## config.mk

```make
export PLATFORM = sky130hd
export DESIGN_NAME = rsa_modular_exponentiation
export DESIGN_NICKNAME = d
export VERILOG_FILES = /design/src/hw/rtl/rme_pkg.sv /design/src/hw/rtl/rme_modred.sv /design/src/hw/rtl/rme_modmul.sv /design/src/hw/rtl/rsa_modular_exponentiation.sv
export SDC_FILE = /design/constraint.sdc
export NUM_CORES = 2
export LEC_CHECK = 0
export BUFFER_PORTS_ARGS = -buffer_cell sky130_fd_sc_hd__clkbuf_2
export CAP_MARGIN = 20
export CORE_MARGIN = 3
export CORE_UTILIZATION = 60
export DETAILED_ROUTE_END_ITERATION = 8
export PLACE_DENSITY = 0.78
export SLEW_MARGIN = 25
export SYNTH_ARGS = -nofsm -noshare
export SYNTH_HDL_FRONTEND = slang
export SYNTH_SLANG_ARGS = --single-unit
```

## constraint.sdc

```tcl
create_clock -name clk -period 20.4 [get_ports clk]
set_clock_uncertainty 0.05 [all_clocks]
set_input_delay 1.02 -clock clk [delete_from_list [all_inputs] [get_ports clk]]
set_output_delay 1.02 -clock clk [all_outputs]
set_load 0.01 [all_outputs]
```

## src/hw/rtl/rme_pkg.sv

```systemverilog
`timescale 1ns / 1ps
`default_nettype none
// ----------------------------------------------------------------------------
// rme_pkg: shared types and constants for the modular exponentiation block
// Holds the configuration register map and the sequencer state encoding.
// ----------------------------------------------------------------------------
package rme_pkg;

  // configuration register index
  localparam int CFG_IDX_W = 2;
  typedef logic [CFG_IDX_W-1:0] cfg_idx_t;

  localparam cfg_idx_t REG_MODULUS  = cfg_idx_t'(0);
  localparam cfg_idx_t REG_EXPONENT = cfg_idx_t'(1);

  // exponentiation sequencer
  typedef enum logic [2:0] {
    ST_IDLE,
    ST_REDUCE,
    ST_NEXT,
    ST_MUL,
    ST_SQR
  } rme_state_t;

endpackage : rme_pkg
`default_nettype wire

```

## src/hw/rtl/rme_modred.sv

```systemverilog
`timescale 1ns / 1ps
`default_nettype none
// ----------------------------------------------------------------------------
// rme_modred: bit-serial modular reduction
// Shifts the value in MSB first, one bit per cycle, keeping a remainder below
// the modulus with one compare and subtract per step. W steps per value.
// ----------------------------------------------------------------------------
module rme_modred #(
  parameter int W = 64
) (
  input  wire logic         clk,
  input  wire logic         rst_n,
  input  wire logic         start,
  input  wire logic [W-1:0] value,
  input  wire logic [W-1:0] modulus,
  output logic              done,
  output logic [W-1:0]      remainder
);

  localparam int CNT_W = $clog2(W + 1);

  logic [W-1:0]     shift_r, shift_nxt;
  logic [W-1:0]     rem_r, rem_nxt;
  logic [CNT_W-1:0] cnt_r, cnt_nxt;
  logic             busy_r, busy_nxt;
  logic             done_r, done_nxt;

  logic [W:0] trial;
  logic [W:0] trial_sub;

  always_comb begin
    trial     = {rem_r, shift_r[W-1]};
    trial_sub = trial - {1'b0, modulus};
  end

  always_comb begin
    shift_nxt = shift_r;
    rem_nxt   = rem_r;
    cnt_nxt   = cnt_r;
    busy_nxt  = busy_r;
    done_nxt  = 1'b0;
    if (start) begin
      shift_nxt = value;
      rem_nxt   = '0;
      cnt_nxt   = CNT_W'(W);
      busy_nxt  = 1'b1;
    end else if (busy_r) begin
      shift_nxt = {shift_r[W-2:0], 1'b0};
      rem_nxt   = (trial >= {1'b0, modulus}) ? trial_sub[W-1:0] : trial[W-1:0];
      cnt_nxt   = cnt_r - CNT_W'(1);
      if (cnt_r == CNT_W'(1)) begin
        busy_nxt = 1'b0;
        done_nxt = 1'b1;
      end
    end
  end

  always_ff @(posedge clk) begin
    if (!rst_n) begin
      busy_r <= 1'b0;
      done_r <= 1'b0;
    end else begin
      busy_r <= busy_nxt;
      done_r <= done_nxt;
    end
    shift_r <= shift_nxt;
    rem_r   <= rem_nxt;
    cnt_r   <= cnt_nxt;
  end

  assign done      = done_r;
  assign remainder = rem_r;

endmodule : rme_modred
`default_nettype wire

```

## src/hw/rtl/rme_modmul.sv

```systemverilog
`timescale 1ns / 1ps
`default_nettype none
// ----------------------------------------------------------------------------
// rme_modmul: bit-serial shift-and-add modular multiplier
// Consumes the multiplier LSB first. Each cycle adds the multiplicand into
// the accumulator when the bit is set and doubles the multiplicand, both
// modulo m. Stops once the remaining multiplier bits are all zero.
// Operands must be below the modulus.
// ----------------------------------------------------------------------------
module rme_modmul #(
  parameter int W = 64
) (
  input  wire logic         clk,
  input  wire logic         rst_n,
  input  wire logic         start,
  input  wire logic [W-1:0] op_a,
  input  wire logic [W-1:0] op_b,
  input  wire logic [W-1:0] modulus,
  output logic              done,
  output logic [W-1:0]      product
);

  logic [W-1:0] acc_r, acc_nxt;
  logic [W-1:0] a_r, a_nxt;
  logic [W-1:0] b_r, b_nxt;
  logic         busy_r, busy_nxt;
  logic         done_r, done_nxt;

  logic [W:0] sum_acc, sum_acc_sub;
  logic [W:0] dbl, dbl_sub;
  logic [W:0] mod_ext;

  always_comb begin
    mod_ext     = {1'b0, modulus};
    sum_acc     = {1'b0, acc_r} + {1'b0, a_r};
    sum_acc_sub = sum_acc - mod_ext;
    dbl         = {a_r, 1'b0};
    dbl_sub     = dbl - mod_ext;
  end

  always_comb begin
    acc_nxt  = acc_r;
    a_nxt    = a_r;
    b_nxt    = b_r;
    busy_nxt = busy_r;
    done_nxt = 1'b0;
    if (start) begin
      acc_nxt  = '0;
      a_nxt    = op_a;
      b_nxt    = op_b;
      busy_nxt = 1'b1;
    end else if (busy_r) begin
      if (b_r[0]) begin
        acc_nxt = (sum_acc >= mod_ext) ? sum_acc_sub[W-1:0] : sum_acc[W-1:0];
      end
      a_nxt = (dbl >= mod_ext) ? dbl_sub[W-1:0] : dbl[W-1:0];
      b_nxt = {1'b0, b_r[W-1:1]};
      // finished once no set bit remains above the current one
      if (b_r[W-1:1] == '0) begin
        busy_nxt = 1'b0;
        done_nxt = 1'b1;
      end
    end
  end

  always_ff @(posedge clk) begin
    if (!rst_n) begin
      busy_r <= 1'b0;
      done_r <= 1'b0;
    end else begin
      busy_r <= busy_nxt;
      done_r <= done_nxt;
    end
    acc_r <= acc_nxt;
    a_r   <= a_nxt;
    b_r   <= b_nxt;
  end

  assign done    = done_r;
  assign product = acc_r;

endmodule : rme_modmul
`default_nettype wire

```

## src/hw/rtl/rsa_modular_exponentiation.sv

```systemverilog
`timescale 1ns / 1ps
`default_nettype none
// ----------------------------------------------------------------------------
// rsa_modular_exponentiation: raw RSA modular exponentiation core
// Computes base ^ exponent mod modulus with bit-serial reduction and a shared
// bit-serial shift-and-add modular multiplier, right-to-left square-and-multiply.
// ----------------------------------------------------------------------------
// Usage: load modulus (index 0) and exponent (index 1) through the cfg port
// while busy is low. Pulse start with in_base_value while busy is low; busy
// rises and stays high until the result transfer. The result is presented on
// out_power_result for exactly one cycle with out_valid; there is no
// back-pressure, so the receiver must capture it in that cycle. A new start is
// taken from the cycle the result appears. Sequence: the input reduction,
// then for each exponent bit up to the top set bit one dispatch state, a
// modular multiply where the bit is set and a modular square (the square
// after the top set bit is skipped), then a closing dispatch state before
// the result. Each modular product runs over the bit length L of its second
// operand, the base (L at least 1, at most DATA_WIDTH), as the single shared
// multiplier retires one multiplier bit per cycle. A modulus of 0 acts as 1;
// a zero exponent gives 1 mod modulus.
// ----------------------------------------------------------------------------
module rsa_modular_exponentiation
  import rme_pkg::*;
#(
  parameter int DATA_WIDTH = 64
) (
  input  wire logic                  clk,
  input  wire logic                  rst_n,
  // configuration write port
  input  wire logic                  cfg_we,
  input  wire logic [CFG_IDX_W-1:0]  cfg_index,
  input  wire logic [DATA_WIDTH-1:0] cfg_wdata,
  // command
  input  wire logic                  start,
  output logic                       busy,
  input  wire logic [DATA_WIDTH-1:0] in_base_value,
  // result
  output logic                       out_valid,
  output logic [DATA_WIDTH-1:0]      out_power_result
);

  localparam int W = DATA_WIDTH;

  // configuration registers
  logic [W-1:0] modulus_r;
  logic [W-1:0] exponent_r;

  // datapath registers
  rme_state_t   state_r, state_nxt;
  logic [W-1:0] base_r, base_nxt;
  logic [W-1:0] acc_r, acc_nxt;
  logic [W-1:0] exp_r, exp_nxt;
  logic         out_valid_r, out_valid_nxt;
  logic [W-1:0] out_result_r, out_result_nxt;

  // effective modulus: zero is treated as one
  logic [W-1:0] mod_eff;

  // reducer and multiplier hookup
  logic         red_start;
  logic         red_done;
  logic [W-1:0] red_rem;
  logic         mm_start;
  logic [W-1:0] mm_a, mm_b;
  logic         mm_done;
  logic [W-1:0] mm_prod;

  assign mod_eff = (modulus_r == '0) ? W'(1) : modulus_r;

  always_ff @(posedge clk) begin
    if (!rst_n) begin
      modulus_r  <= W'(1);
      exponent_r <= '0;
    end else if (cfg_we) begin
      case (cfg_index)
        REG_MODULUS:  modulus_r  <= cfg_wdata;
        REG_EXPONENT: exponent_r <= cfg_wdata;
        default: ;  // unmapped index, write dropped
      endcase
    end
  end

  rme_modred #(.W(W)) u_modred (
    .clk       (clk),
    .rst_n     (rst_n),
    .start     (red_start),
    .value     (in_base_value),
    .modulus   (mod_eff),
    .done      (red_done),
    .remainder (red_rem)
  );

  rme_modmul #(.W(W)) u_modmul (
    .clk     (clk),
    .rst_n   (rst_n),
    .start   (mm_start),
    .op_a    (mm_a),
    .op_b    (mm_b),
    .modulus (mod_eff),
    .done    (mm_done),
    .product (mm_prod)
  );

  // sequencer
  always_comb begin
    state_nxt      = state_r;
    base_nxt       = base_r;
    acc_nxt        = acc_r;
    exp_nxt        = exp_r;
    out_valid_nxt  = 1'b0;
    out_result_nxt = out_result_r;
    red_start      = 1'b0;
    mm_start       = 1'b0;
    mm_a           = base_r;
    mm_b           = base_r;
    case (state_r)
      ST_IDLE: begin
        if (start) begin
          red_start = 1'b1;
          state_nxt = ST_REDUCE;
        end
      end
      ST_REDUCE: begin
        if (red_done) begin
          base_nxt  = red_rem;
          // 1 mod m: zero only for a modulus of one
          acc_nxt   = (mod_eff == W'(1)) ? '0 : W'(1);
          exp_nxt   = exponent_r;
          state_nxt = ST_NEXT;
        end
      end
      ST_NEXT: begin
        if (exp_r == '0) begin
          out_valid_nxt  = 1'b1;
          out_result_nxt = acc_r;
          state_nxt      = ST_IDLE;
        end else if (exp_r[0]) begin
          mm_start  = 1'b1;
          mm_a      = acc_r;
          mm_b      = base_r;
          state_nxt = ST_MUL;
        end else begin
          mm_start  = 1'b1;
          state_nxt = ST_SQR;
        end
      end
      ST_MUL: begin
        if (mm_done) begin
          acc_nxt = mm_prod;
          if (exp_r[W-1:1] == '0) begin
            // top set bit done, the trailing square is not needed
            exp_nxt   = '0;
            state_nxt = ST_NEXT;
          end else begin
            mm_start  = 1'b1;
            state_nxt = ST_SQR;
          end
        end
      end
      ST_SQR: begin
        if (mm_done) begin
          base_nxt  = mm_prod;
          exp_nxt   = {1'b0, exp_r[W-1:1]};
          state_nxt = ST_NEXT;
        end
      end
      default: state_nxt = ST_IDLE;
    endcase
  end

  always_ff @(posedge clk) begin
    if (!rst_n) begin
      state_r     <= ST_IDLE;
      out_valid_r <= 1'b0;
    end else begin
      state_r     <= state_nxt;
      out_valid_r <= out_valid_nxt;
    end
    base_r       <= base_nxt;
    acc_r        <= acc_nxt;
    exp_r        <= exp_nxt;
    out_result_r <= out_result_nxt;
  end

  assign busy             = (state_r != ST_IDLE);
  assign out_valid        = out_valid_r;
  assign out_power_result = out_result_r;

  // --------------------------------------------------------------------------
  // assertions
  // --------------------------------------------------------------------------
  // a result transfer leaves the sequencer idle
  a_result_idle: assert property (@(posedge clk) disable iff (!rst_n)
    out_valid_r |-> (state_r == ST_IDLE))
    else $error("result strobe while sequencer not idle");

  // an accepted command starts the input reduction
  a_start_reduce: assert property (@(posedge clk) disable iff (!rst_n)
    (start && !busy) |=> (state_r == ST_REDUCE))
    else $error("accepted command did not start reduction");

  // the reducer only finishes while the sequencer waits for it
  a_red_done_state: assert property (@(posedge clk) disable iff (!rst_n)
    red_done |-> (state_r == ST_REDUCE))
    else $error("reduction finished outside reduce state");

  // multiplier operands stay reduced below the modulus
  a_operands_reduced: assert property (@(posedge clk) disable iff (!rst_n)
    ((state_r == ST_MUL) || (state_r == ST_SQR)) |->
      ((base_r < mod_eff) && (acc_r < mod_eff)))
    else $error("operand not reduced below modulus");

  // the multiplier finishes only while a product is outstanding
  a_mm_done_state: assert property (@(posedge clk) disable iff (!rst_n)
    mm_done |-> ((state_r == ST_MUL) || (state_r == ST_SQR)))
    else $error("product finished with none outstanding");

endmodule : rsa_modular_exponentiation
`default_nettype wire
```

* Word-level counts from Yosys, hierarchy flattened
Index checks and enable logic that the tools add are counted.
Word-level totals: register bits after elaboration 719, latch bits 0, memory bits (writable) 0, bits in read-only memories 0, input bits 134, output and inout bits 66, word-level logic and storage cells 111, memories 0
Operators by class: add/subtract/negate cells 5, multiply operators 0, divide/modulo/power cells 0, magnitude comparators 3, equality and inequality tests 12, shift operators 0, multiplexer cells 47, bitwise operators 3, reduce and logical (&&, ||, !) cells 23
Operators by type and width (count):
- two-way mux 64 bit | 20
- one-hot mux 64 bit (2 select lines) | 2
- >= comparator 65 x 64 -> 1 bit | 3
- one-hot mux 64 bit (3 select lines) | 1
- subtractor 64 bit | 3
- logical NOT 64 bit | 2
- logical NOT 63 bit | 2
- adder 64 x 64 -> 65 bit | 1
- equality test 64 x 1 -> 1 bit, second input constant | 1
- two-way mux 3 bit | 7
- two-way mux 1 bit | 15
- one-hot mux 3 bit (5 select lines) | 1
- AND reduction 2 bit | 5
- nonzero test 2 bit | 4
- equality test 7 x 1 -> 1 bit, second input constant | 1
- subtractor 7 x 1 -> 7 bit, second input constant | 1
- equality test 3 x 2 -> 1 bit, second input constant | 2
- != test 2 x 1 -> 1 bit, second input constant | 3
- AND reduction 3 bit | 2
- nonzero test 3 bit | 2
- OR reduction 3 bit | 2
- AND reduction 5 bit | 1
- != test 2 bit, second input constant | 2
- AND reduction 4 bit | 1
- other kinds (7) | 9

* Longest topological paths before layout
word-level depth 6, gate-level depth with buffers 28, mapped depth without buffers 27

* Modules after synthesis
A second synthesis with hierarchy kept.
Second synthesis, totals: cell total of the unflattened synthesis 4979, area total of the unflattened synthesis 46276.9 sq um
By module, submodules not included:
- rme_modmul | instances 1, cells an instance 2541, area each 20547.2 sq um, sequential area each 5165.0 sq um
- rsa_modular_exponentiation | instances 1, cells an instance 1268, area each 15677.5 sq um, sequential area each 10329.9 sq um
- rme_modred | instances 1, cells an instance 1170, area each 10052.1 sq um, sequential area each 3383.2 sq um

* Worst setup path before layout
No wires, ideal clock.
path kind register to register, start point register exp_r[2], end point register out_result_r[0] (netlist: out_power_result[0]), enable pin, setup time 0.646 ns, data arrival time 7.502 ns, data required time 19.704 ns, slack 12.202 ns, cell stages (with the launch flop) 6, path buffers 1, clock period less this slack 8.198 ns, cell sequence edfxtp_1 nor4_1 nand4_1 or4_1 clkbuf_1 nor4_1
Between the ends: word-level cells in the longest chain between the ends 2
Ends and longest elaborated chain:
- from (decl) | line rsa_modular_exponentiation.sv:52 | logic [W-1:0] exp_r, exp_nxt;
- from (signal assigned) | line rsa_modular_exponentiation.sv:181 | exp_r <= exp_nxt;
- logical NOT 64 bit | line rsa_modular_exponentiation.sv:133 | if (exp_r == '0) begin
- AND reduction 2 bit (no line)
- to (signal assigned) | line rsa_modular_exponentiation.sv:182 | out_result_r <= out_result_nxt;
- to (decl) | line rsa_modular_exponentiation.sv:54 | logic [W-1:0] out_result_r, out_result_nxt;
Every way passes these cells. A chain may end at the register's enable or synchronous reset.

* Worst setup path in the final report
start point register u_modmul.a_r[0], end point register u_modmul.acc_r[9] (netlist: u_modmul.product[9])
Between the ends: word-level cells in the longest chain between the ends 3, elaborated cells between the ends (all ways) 4, classes of those cells add/sub: 2; order compare: 1; mux: 1
Ends and longest elaborated chain:
- from (decl) | line rme_modmul.sv:24 | logic [W-1:0] a_r, a_nxt;
- from (signal assigned) | line rme_modmul.sv:75 | a_r <= a_nxt;
- adder 64 x 64 -> 65 bit * | line rme_modmul.sv:35 | sum_acc = {1'b0, acc_r} + {1'b0, a_r};
- subtractor 64 bit or >= comparator 65 x 64 -> 1 bit (tied branches) | line rme_modmul.sv:36, rme_modmul.sv:54
- two-way mux 64 bit * | line rme_modmul.sv:54 | acc_nxt = (sum_acc >= mod_ext) ? sum_acc_sub[W-1:0] : sum_acc[W-1:0];
- to (signal assigned) | line rme_modmul.sv:74 | acc_r <= acc_nxt;
- to (decl) | line rme_modmul.sv:23 | logic [W-1:0] acc_r, acc_nxt;
Every way passes the cells marked *; elsewhere a longest branch is shown, timed or not.

==> results.py <==
metrics = {
    "synth": {
        "syn_area_per_cell_sq_um": 8.77,
        "synth.cell_area_sq_um": 44600,
        "synth.most_common_cell": "nand2_1",
        "synth_top_area_share_pct": 30.1,
        "ys_ff_latch": 719,
        "async_flop_share_pct": 0,
        "yosysWarnings": 0,
        "ys_seq_area_share_pct": 42.3,
        "netlist_top_cells_area": "edfxtp_1 (30%), dfxtp_1 (12%), nand2_1 (8.4%)",
        "ys.flop_type": "edfxtp_1",
        "yosysTopAreaCell": "edfxtp_1",
        "yosys-top-cells-count": "nand2_1 (1002), edfxtp_1 (448), a21oi_1 (417), nor2_1 (367), dfxtp_1 (271)",
        "netlist_instances": 5087,
        "synth_nets": 5483,
        "ys_types": 86,
        "synth_edf_count": 448,
    },
    "floorplanning": {
        "fp.dieW_um": 279,
        "coreArea_sq_um": 73300,
        "start_util_pct": 60.9,
        "fp.dieH_um": 279,
        "io_pins": 200,
        "rows": 99,
        "die_area_sq_um": 77700,
    },
    "detailed_routing": {
        "drc": 0,
        "wl_met1_um": 62800,
        "ant_nets": 0,
        "met2_length_um": 61600,
        "vias": 39600,
        "drt_iter0_markers": 5049,
        "totalWireLength_um": 148000,
        "highest_layer": "met5",
        "drt_first_pass_iters": 6,
        "dr_wl_met3_um": 17500,
        "viasPerCell": 6.45,
        "detail_route.wl_per_cell_um": 24.1,
    },
    "placed_design": {
        "gp_congestion": 1.01,
        "dp_cells": 5986,
        "dp_hpwl_um": 109000,
        "port_buffers": 199,
    },
    "hold_path": {
        "min-delay-start": "acc_r[61]",
        "holdPathEnd": "out_power_result[61]",
        "hp-class": "flip-flop to flip-flop",
        "worstHoldPathCells": 0,
    },
    "sta": {
        "worst_slew_pin_slew_ps": 1100,
        "max_freq_mhz": 122,
        "hold_violations": 0,
        "rsz0062_at_grt": "no",
        "min_period_ps": 8210,
        "finalCritPeriodShare_pct": 40.2,
        "setup_tns_ps": 0,
        "final_max_slew_viol_count": 0,
        "setup_viol": 0,
        "slew-limit-headroom_pct": 26.0,
        "holdWs_ps": 395,
    },
    "global_routing": {
        "grt_overflow": 0,
        "grt_usage_pct": 37.1,
        "grt_pass1_wl_um": 223000,
        "grt_pass1_vias": 37100,
        "grt_max_degree": 150,
        "antenna_found_initial": 6,
    },
    "status": {
        "status": "completed",
    },
    "clock_network": {
        "tritoncts": "built",
        "cts-root-buf": "clkbuf_16",
        "ctsHoldBuffers": 0,
        "cts_buffers": 78,
        "ctsResizeCount": 0,
        "h-tree-depth": 3,
        "cts_setup_buffers": 0,
        "clk_pin_slew_ps": 60,
        "clk_latency_ps": 660,
        "cts_buffer_depth": 3,
        "clock_sinks": 719,
    },
    "job": {
        "cap_violations": 0,
    },
    "power": {
        "p_leak_nw": 19.5,
        "p_int_mw": 4.84,
        "p_sw_share_pct": 47.9,
        "irDropWorstVdd_mv": 0.0943,
        "seqPwrFrac_pct": 24.1,
        "switching_power_mw": 4.45,
        "p_clk_share_pct": 15.5,
        "p_per_area_nw_per_um2": 190,
        "combPwrFrac_pct": 60.4,
    },
    "finish": {
        "fin_nets": 5503,
        "instances_no_fill": 6132,
        "post-route-util_pct": 66.5,
        "final_layout_size_suffix_gt1_share_pct": 9.16,
        "area_growth_pct": 9.27,
    },
    "worst_setup_path": {
        "crit_start": "u_modmul.a_r[0]",
        "r2r_setup_slack_ps": 12190,
        "end_kind": "flip-flop",
        "critPathKind": "flip-flop to flip-flop",
        "r2r_start": "u_modmul.a_r[0]",
        "cp-start-kind": "flip-flop",
        "worstReg2RegEnd": "u_modmul.product[9]",
        "critPathArrivalTime_ps": 8640,
        "crit_fanout": 94,
        "r2r_cells": 26,
        "crit_required_ps": 20840,
    },
}
==> power groups by stage <==
stage	combinational (mW)	clock [mW]	sequential [mW]
detailed placement	5.42	0	2.24
CTS	5.46	1.45	2.21
finish	5.61	1.44	2.23
global route	6.15	1.51	2.25
floorplan	4.21	0	2.09
global placement	5.43	0	2.23
==> final cells by class <==
type | instances | area [sq um]
Clock buffer | 110 | 2220
Fill cell | 6062 | 24600
Inverter | 136 | 510
Timing Repair Buffer | 236 | 1320
Tap cell | 959 | 1200
Antenna cell | 1 | 2.50
Sequential cell | 719 | 18900
Clock inverter | 35 | 397
Multi-Input combinational cell | 3936 | 24200
==> stage by stage <==
stage	total power, mW	worst slack, ps	cell area, sq um
floorplan	6.30	12200	44600
global placement	7.66	12580	46100
detailed placement	7.67	12420	46100
CTS	9.13	12370	48800
global route	9.91	11690	48800
finish	9.29	12190	48800
==> registers in the layout, indices dropped and copies added (netlist names) <==
| register | cells |
|---|---|
| acc_r | 64 |
| base_r | 64 |
| exp_r | 64 |
| exponent_r | 64 |
| modulus_r | 64 |
| out_power_result | 64 |
| u_modmul.a_r | 64 |
| u_modmul.b_r | 64 |
| u_modmul.product | 64 |
| u_modred.remainder | 64 |
| u_modred.shift_r | 64 |
| u_modred.cnt_r | 7 |
| state_r | 3 |
| out_valid | 1 |
| u_modmul.busy_r | 1 |
| u_modmul.done | 1 |
| u_modred.busy_r | 1 |
| u_modred.done | 1 |
==> cell families (layout without fill, tap and decap cells) <==
| family | after synthesis | count (layout) | share of synthesized area, % |
|---|---|---|---|
| simple gates | 1873 | 1873 | 18.4 |
| compound gates | 1475 | 1475 | 21.3 |
| flops | 719 | 719 | 42.3 |
| buf+inv | 432 | 517 | 3.70 |
| fa+ha+maj | 262 | 262 | 7.41 |
| xor+xnor | 239 | 239 | 4.69 |
| mux | 87 | 87 | 2.13 |
| other cells | 0 | 1 | 0 |
==> how the worst max path moves through the flow <==
stage	end	slack, ps	cells past startpoint
finish	u_modmul.product[9]	12190	26
floorplan	out_power_result[0]	12200	5
global route	u_modmul.product[16]	11690	26
global placement	u_modmul.product[6]	12580	26
detailed placement	u_modmul.product[9]	12420	26
CTS	u_modmul.product[9]	12370	26
==> cell usage in the layout, fill, tap and decap left out, drive strengths merged, types with 64 or more instances in the layout <==
master / Yosys / routed
nand2: 1002 / 1002
edfxtp: 448 / 448
a21oi: 417 / 417
nor2: 367 / 367
clkbuf: 261 / 308
dfxtp: 271 / 271
o21ai: 260 / 260
ha: 258 / 258
a21o: 155 / 155
a21boi: 142 / 142
inv: 135 / 142
xnor2: 137 / 137
a211oi: 117 / 117
xor2: 102 / 102
a31oi: 95 / 95
and3: 92 / 92
nor3: 75 / 75
nand4: 72 / 72
nor4: 65 / 65
a22o: 64 / 64
mux2: 64 / 64
==> critical path, stage by stage, from the launching register on <==
cell	delay [ps]
edfxtp_1	450
ha_1	260
fa_1	440
a211oi_1	320
o211ai_1	200
and3_1	260
o31a_1	300
a221o_1	450
a221o_1	420
a31oi_1	370
o31ai_1	210
a31oi_1	370
a21oi_1	140
xor2_1	180
ha_1	420
a21o_1	190
a21o_1	170
a21oi_1	170
o21ai_0	130
o21ai_1	140
o2111ai_1	130
a41o_1	250
a31oi_4	580
buf_4	860
nor2_1	130
a211oi_1	250
nor3_1	70
==> routing by layer <==
layer / GRT usage [%] / vias to the layer above
met5: 0 / -
met4: 12.8 / 2
met3: 8.81 / 290
met2: 53.9 / 2080
met1: 54.3 / 18700
li1: - / 18500
No activity file was read; power rests on OpenSTA's default activity.
